### src/hw/rtl/css_pkg.sv
// shared constants and character classes for the comment strip token spacer
package css_pkg;

	// most output beats one input byte can cause
	localparam int MaxResults = 4;

	// character codes
	localparam logic [7:0] CharNul   = 8'h00;
	localparam logic [7:0] CharTab   = 8'h09;
	localparam logic [7:0] CharNl    = 8'h0A;
	localparam logic [7:0] CharVt    = 8'h0B;
	localparam logic [7:0] CharFf    = 8'h0C;
	localparam logic [7:0] CharCr    = 8'h0D;
	localparam logic [7:0] CharSp    = 8'h20;
	localparam logic [7:0] CharSlash = 8'h2F;

	// operator and punctuation characters that form delimiter runs
	function automatic logic is_delim(input logic [7:0] c);
		logic d;
		unique case (c)
			8'h2B, 8'h2D, 8'h2A, 8'h2F, 8'h3D, 8'h28, 8'h29, 8'h7B, 8'h7D,
			8'h5B, 8'h5D, 8'h25, 8'h3F, 8'h3A, 8'h7C, 8'h26, 8'h2C, 8'h3B: d = 1'b1;
			default: d = 1'b0;
		endcase
		return d;
	endfunction

	// whitespace other than newline: space, tab, CR, VT and FF
	function automatic logic is_blank(input logic [7:0] c);
		return (c == CharSp) || (c == CharTab) || (c == CharCr) ||
			(c == CharVt) || (c == CharFf);
	endfunction

endpackage

### src/hw/rtl/comment_strip_token_spacer.sv
// top level: line respacer with comment removal, one text byte in, up to four chars out
//
//  channel | valid      | stall      | payload
//  --------+------------+------------+---------------------------
//  text    | text_valid | text_stall | text_byte, end_of_input
//  char    | char_valid | char_stall | out_char, last_of_item
//
// a byte is scanned in the cycle it is accepted; its output beats leave from a
// four-entry result register starting the next cycle, one beat per cycle while char_stall is low
// a byte with at most one output beat keeps the rate at one byte per cycle while char_stall is low;
// a byte with more beats holds the text side until only its last beat is pending
// arst_n clears the scanner to the start state and empties the result register
// while the last pending beat is stalled, text_stall follows char_stall
module comment_strip_token_spacer (
	input  logic       clk,
	input  logic       arst_n,
	input  logic       text_valid,
	output logic       text_stall,
	input  logic [7:0] text_byte,
	input  logic       end_of_input,
	output logic       char_valid,
	input  logic       char_stall,
	output logic [7:0] out_char,
	output logic       last_of_item
);
	import css_pkg::*;

	localparam int CntW = $clog2(MaxResults + 1);
	localparam int IdxW = $clog2(MaxResults);

	typedef enum logic [2:0] {
		MODE_START,
		MODE_TOKEN,
		MODE_SPACE,
		MODE_DELIM,
		MODE_COMMENT
	} mode_t;

	mode_t           mode_q;
	logic            held_q;
	logic            has_text_q;
	logic [7:0]      res_char_s1 [MaxResults];
	logic [CntW-1:0] res_cnt_s1;

	logic            is_d;
	logic            is_w;
	logic            scan_en;
	logic            line_end;
	logic            emit_sp;
	logic            emit_c;
	logic            hold_set;
	logic            puts;
	mode_t           mode_scan;
	mode_t           mode_d;
	logic            held_d;
	logic            text_d;
	logic [7:0]      slot [MaxResults];
	logic [CntW-1:0] n;
	logic            accept;
	logic            take;

	// scanner: next state and the list of chars for this byte
	always_comb begin
		is_d      = is_delim(text_byte);
		is_w      = is_blank(text_byte);
		scan_en   = (text_byte != CharNl) && (text_byte != CharNul);
		line_end  = (text_byte == CharNl) || end_of_input;
		emit_sp   = 1'b0;
		emit_c    = 1'b0;
		hold_set  = 1'b0;
		mode_scan = mode_q;
		if (scan_en) begin
			unique case (mode_q)
				MODE_START, MODE_SPACE: begin
					if (text_byte == CharSlash) begin
						mode_scan = MODE_COMMENT;
					end else if (is_d) begin
						emit_c    = 1'b1;
						hold_set  = (mode_q == MODE_SPACE);
						mode_scan = MODE_DELIM;
					end else if (!is_w) begin
						emit_c    = 1'b1;
						mode_scan = MODE_TOKEN;
					end
				end
				MODE_TOKEN: begin
					if (text_byte == CharSlash) begin
						mode_scan = MODE_COMMENT;
					end else if (is_d) begin
						emit_sp = 1'b1;
						emit_c  = 1'b1;
					end else if (is_w) begin
						hold_set  = 1'b1;
						mode_scan = MODE_SPACE;
					end else begin
						emit_c = 1'b1;
					end
				end
				MODE_DELIM: begin
					if (is_d) begin
						emit_sp = 1'b1;
						emit_c  = 1'b1;
					end else if (is_w) begin
						mode_scan = MODE_SPACE;
					end else begin
						emit_c    = 1'b1;
						mode_scan = MODE_TOKEN;
					end
				end
				default: begin
					// comment: rest of line is dropped
				end
			endcase
		end
		puts = emit_sp | emit_c;

		// pack the chars in output order
		n = '0;
		for (int i = 0; i < MaxResults; i++) begin
			slot[i] = CharSp;
		end
		if (held_q && puts) begin
			slot[n[IdxW-1:0]] = CharSp;
			n = n + CntW'(1);
		end
		if (emit_sp) begin
			slot[n[IdxW-1:0]] = CharSp;
			n = n + CntW'(1);
		end
		if (emit_c) begin
			slot[n[IdxW-1:0]] = text_byte;
			n = n + CntW'(1);
		end

		held_d = hold_set | (held_q & ~puts);
		text_d = has_text_q | puts;
		mode_d = mode_scan;

		// line end drops the held space and closes a non-empty line
		if (line_end) begin
			if (text_d) begin
				slot[n[IdxW-1:0]] = CharNl;
				n = n + CntW'(1);
			end
			held_d = 1'b0;
			text_d = 1'b0;
			mode_d = MODE_START;
		end
	end

	// handshakes
	assign char_valid   = (res_cnt_s1 != '0);
	assign out_char     = res_char_s1[0];
	assign last_of_item = (res_cnt_s1 == CntW'(1));
	assign take         = char_valid & ~char_stall;
	assign text_stall   = (res_cnt_s1 > CntW'(1)) |
		((res_cnt_s1 == CntW'(1)) & char_stall);
	assign accept       = text_valid & ~text_stall;

	// scanner state and result register: load a new list or shift one beat out
	always_ff @(posedge clk or negedge arst_n) begin
		if (!arst_n) begin
			mode_q     <= MODE_START;
			held_q     <= 1'b0;
			has_text_q <= 1'b0;
			res_cnt_s1 <= '0;
			for (int i = 0; i < MaxResults; i++) begin
				res_char_s1[i] <= CharSp;
			end
		end else begin
			if (accept) begin
				mode_q     <= mode_d;
				held_q     <= held_d;
				has_text_q <= text_d;
			end
			if (accept && (n != '0)) begin
				res_cnt_s1  <= n;
				res_char_s1 <= slot;
			end else if (take) begin
				res_cnt_s1 <= res_cnt_s1 - CntW'(1);
				for (int i = 0; i < MaxResults - 1; i++) begin
					res_char_s1[i] <= res_char_s1[i + 1];
				end
			end
		end
	end

endmodule

### config.mk
export PLATFORM = sky130hd
export DESIGN_NAME = comment_strip_token_spacer
export DESIGN_NICKNAME = d
export VERILOG_FILES = /design/src/hw/rtl/css_pkg.sv /design/src/hw/rtl/comment_strip_token_spacer.sv
export SDC_FILE = /design/constraint.sdc
export NUM_CORES = 1
export LEC_CHECK = 0
export BUFFER_PORTS_ARGS = -buffer_cell sky130_fd_sc_hd__buf_2
export CORE_ASPECT_RATIO = 0.6
export CORE_MARGIN = 5
export CORE_UTILIZATION = 52
export DETAILED_ROUTE_END_ITERATION = 8
export PLACE_DENSITY_LB_ADDON = 0.12
export RECOVER_POWER = 100
export SLEW_MARGIN = 25
export SYNTH_ARGS = -nofsm -noshare
export SYNTH_HDL_FRONTEND = slang
export SYNTH_SLANG_ARGS = --single-unit
### constraint.sdc
create_clock -name clk -period 5.3 [get_ports clk]
set_clock_uncertainty 0.1 [all_clocks]
set_input_delay 0.265 -clock clk [delete_from_list [all_inputs] [get_ports clk]]
set_output_delay 0.265 -clock clk [all_outputs]
set_load 0.005 [all_outputs]
==> results.cfg <==
[pwr]
power.density_mw_per_mm2 = 400
switching_share = 0.368
p_leak_nw = 1.35
power.total_mw = 1.19
ir_worst_vdd_mv = 0.195
seqPwrFrac = 0.436
pwr-share-clk = 0.174
switchingPower_mw = 0.437
internal_power_mw = 0.750
pwr-share-comb = 0.390

[clock_tree]
cts_hold_buf = 0
htreeDepth = 2
cts_tree = built
cts.sinks = 40
cts-root-buf = clkbuf_8
cts_resized = 0
clockBufferDepth = 2
cts.clk_slew.worst_paths_ps = 80
cts_setup_buffers = 0
clk-insertion-delay-late_ps = 290
cts_buffers = 5

[die]
num_rows = 20
die_area_mm2 = 0.00701
fp.dieW_um = 105
coreArea_mm2 = 0.00515
die_height_um = 66.9
ios = 24
initial_core_util = 0.544

[finish]
n_antenna_cell = 0
final_common_cell = mux2i_1
utilization = 0.576
syn2layout_area_growth_pct = 5.84
final_cell_mix = mux2i_1 (50), nand2_1 (45), dfrtp_1 (36)
nets = 332
layout-drive-gt1-share = 0.129

[grt]
grt_pass1_vias = 2076
grt.total_usage = 0.185
grt_first_pass_wirelength_um = 10500
grt_max_degree = 41
antenna_found_initial = 0
overflow = 0

[logic_synthesis]
synthArstFlopShare = 1.00
syn-mean-instance-area_um2 = 9.35
synthCells = 300
yosysWarnings = 0
ys_seq_area_frac = 0.359
syn-num-nets = 323
synth.distinct_cells = 54
synth-edff-count = 0
ys_ff_latch = 40
syn_area_mm2 = 0.00281
yosys_most_used_dff = dfrtp_1

[setup_path]
critPathMostFrequentCell = ha_1
crit_slowest_cell = or4b_2
max_stage_delay_ps = 680
cp_cell_sequence = clkbuf_1 -> or4b_2 -> nor4b_1 -> o21ai_0 -> nand3_1 -> nand2b_1 -> inv_1 -> ha_1 -> xor2_1 -> ha_1 -> nand2_1 -> xnor2_1 -> a311oi_1 -> o21bai_2 -> buf_16 -> mux2_2
path_class = input pin to register
critPathMaxFanout = 23
worstPathArrival_ps = 4510
startpoint_type = input pin
required_ps = 5420
setup.worst_path.end_class = register

[timing]
worstMarginPinSlew_ps = 2150
period_needed_ps = 4390
finalHoldViolations = 0
max-slew-margin-rel = -0.434
rsz0062_at_grt = no
fin_ws_ps = 909
timing.final.max_slew_violations = 41
fmax_mhz = 228
period_share = 0.828
tns_ps = 0
whs_ps = 188
finalSetupViolCount = 0

[place]
gp_congestion = 0.893
preCtsSetupSlack_ps = 803
portBuffers = 23
dp_hpwl_um = 4340

[detailed_routing]
ant_nets = 0
drtPass1Iterations = 4
drc_errors = 0
drt-initial-drc-count = 83
vias = 2108
totalWireLength_um = 5940
vias_per_cell = 5.61
wl_per_cell_um = 15.8

[outcome]
violations = capacitance limit, slew limit
status = finished with violations

[worst_hold_path]
holdCritPathClass = input pin to register

[job]
cap_violations = 1
[power by group through the flow]
| stage | clock network [mW] | logic [mW] | registers [mW] |
|---|---|---|---|
| detailed placement | 0 | 0.466 | 0.523 |
| CTS | 0.213 | 0.469 | 0.519 |
| global route | 0.229 | 0.527 | 0.535 |
| floorplan | 0 | 0.399 | 0.500 |
| finish | 0.207 | 0.463 | 0.517 |
| global placement | 0 | 0.458 | 0.521 |
[sequential cells by signal, indices dropped and copies added (netlist names)]
signal	cells
has_text_q	1
res_cnt_s1	3
out_char	8
res_char_s1	24
held_q	1
mode_q	3
[cells by family after synthesis]
kind of cell,share of synthesized area
and+or+nand+nor,0.156
AOI/OAI and AO/OA,0.149
muxes,0.194
buffers and inverters,0.0758
DFF,0.359
adders and majority gates,0.0446
xor gates and xnor gates,0.0214
[final cells by class]
class | count | area (um^2)
clock inverter | 2 | 16.3
multi-input combinational | 219 | 1570
clock buffer | 6 | 72.6
inverter | 16 | 60.1
sequential | 40 | 1010
tap | 66 | 82.6
fill | 491 | 2190
timing repair buffer | 27 | 165
[final timing paths]
path                              start         endpoint  slack [ps]  cells after the start
max in group asynchronous        arst_n  res_char_s1[11]        2830                      2
min in group asynchronous        arst_n   res_char_s1[6]        1040                      2
min                        text_byte[6]  res_char_s1[22]         190                      3
max reg2reg                   mode_q[2]   res_char_s1[5]         920                     15
min reg2reg                      held_q           held_q         410                      1
max                        text_byte[5]   res_char_s1[5]         910                     16
[critical path, delay by kind of cell]
| family | cells | cell delay [ps] |
|---|---|---|
| simple gates | 5 | 1310 |
| mux | 1 | 350 |
| compound gates | 3 | 820 |
| fa+ha+maj | 2 | 540 |
| buf+inv | 3 | 750 |
| xor+xnor | 2 | 460 |
[layer usage]
metal  vias up  wire (um)  GRT usage
li1       1071          -          -
met1       988       3220      0.286
met2        47       2380      0.263
met3         2        309     0.0387
met4         0         21     0.0319
met5         -          0          0
[Yosys cell counts, drive strengths merged (2+ instances only)]
| cell type | count | share of area |
|---|---|---|
| xnor2 | 5 | 0.018 |
| nand3 | 2 | 0.0036 |
| and2 | 2 | 0.0045 |
| inv | 16 | 0.021 |
| o21ai | 12 | 0.021 |
| nor2 | 13 | 0.018 |
| or3 | 2 | 0.0045 |
| mux2i | 50 | 0.18 |
| nor2b | 4 | 0.0089 |
| mux2 | 4 | 0.016 |
| a21oi | 13 | 0.025 |
| a31oi | 8 | 0.018 |
| dfrtp | 36 | 0.32 |
| o2bb2ai | 2 | 0.0062 |
| o22ai | 6 | 0.013 |
| a32o | 2 | 0.0071 |
| buf | 17 | 0.044 |
| and3 | 2 | 0.0045 |
| o21bai | 2 | 0.0094 |
| clkbuf | 8 | 0.011 |
| nand2 | 45 | 0.060 |
| dfstp | 4 | 0.037 |
| or4b | 2 | 0.0071 |
| a41oi | 2 | 0.0062 |
| nor3 | 5 | 0.0089 |
| a21o | 4 | 0.011 |
| nand2b | 3 | 0.0067 |
| nand3b | 2 | 0.0054 |
| ha | 10 | 0.045 |
| nand4b | 2 | 0.0062 |
[metrics by stage]
stage | std cells | instance area (um^2)
6_report | 376 | 2970
5_1_grt | 376 | 2970
4_1_cts | 373 | 2960
3_5_place_dp | 365 | 2870
3_3_place_gp | 365 | 2870
2_1_floorplan | 300 | 2810
Power figures use the tool's default switching activity.
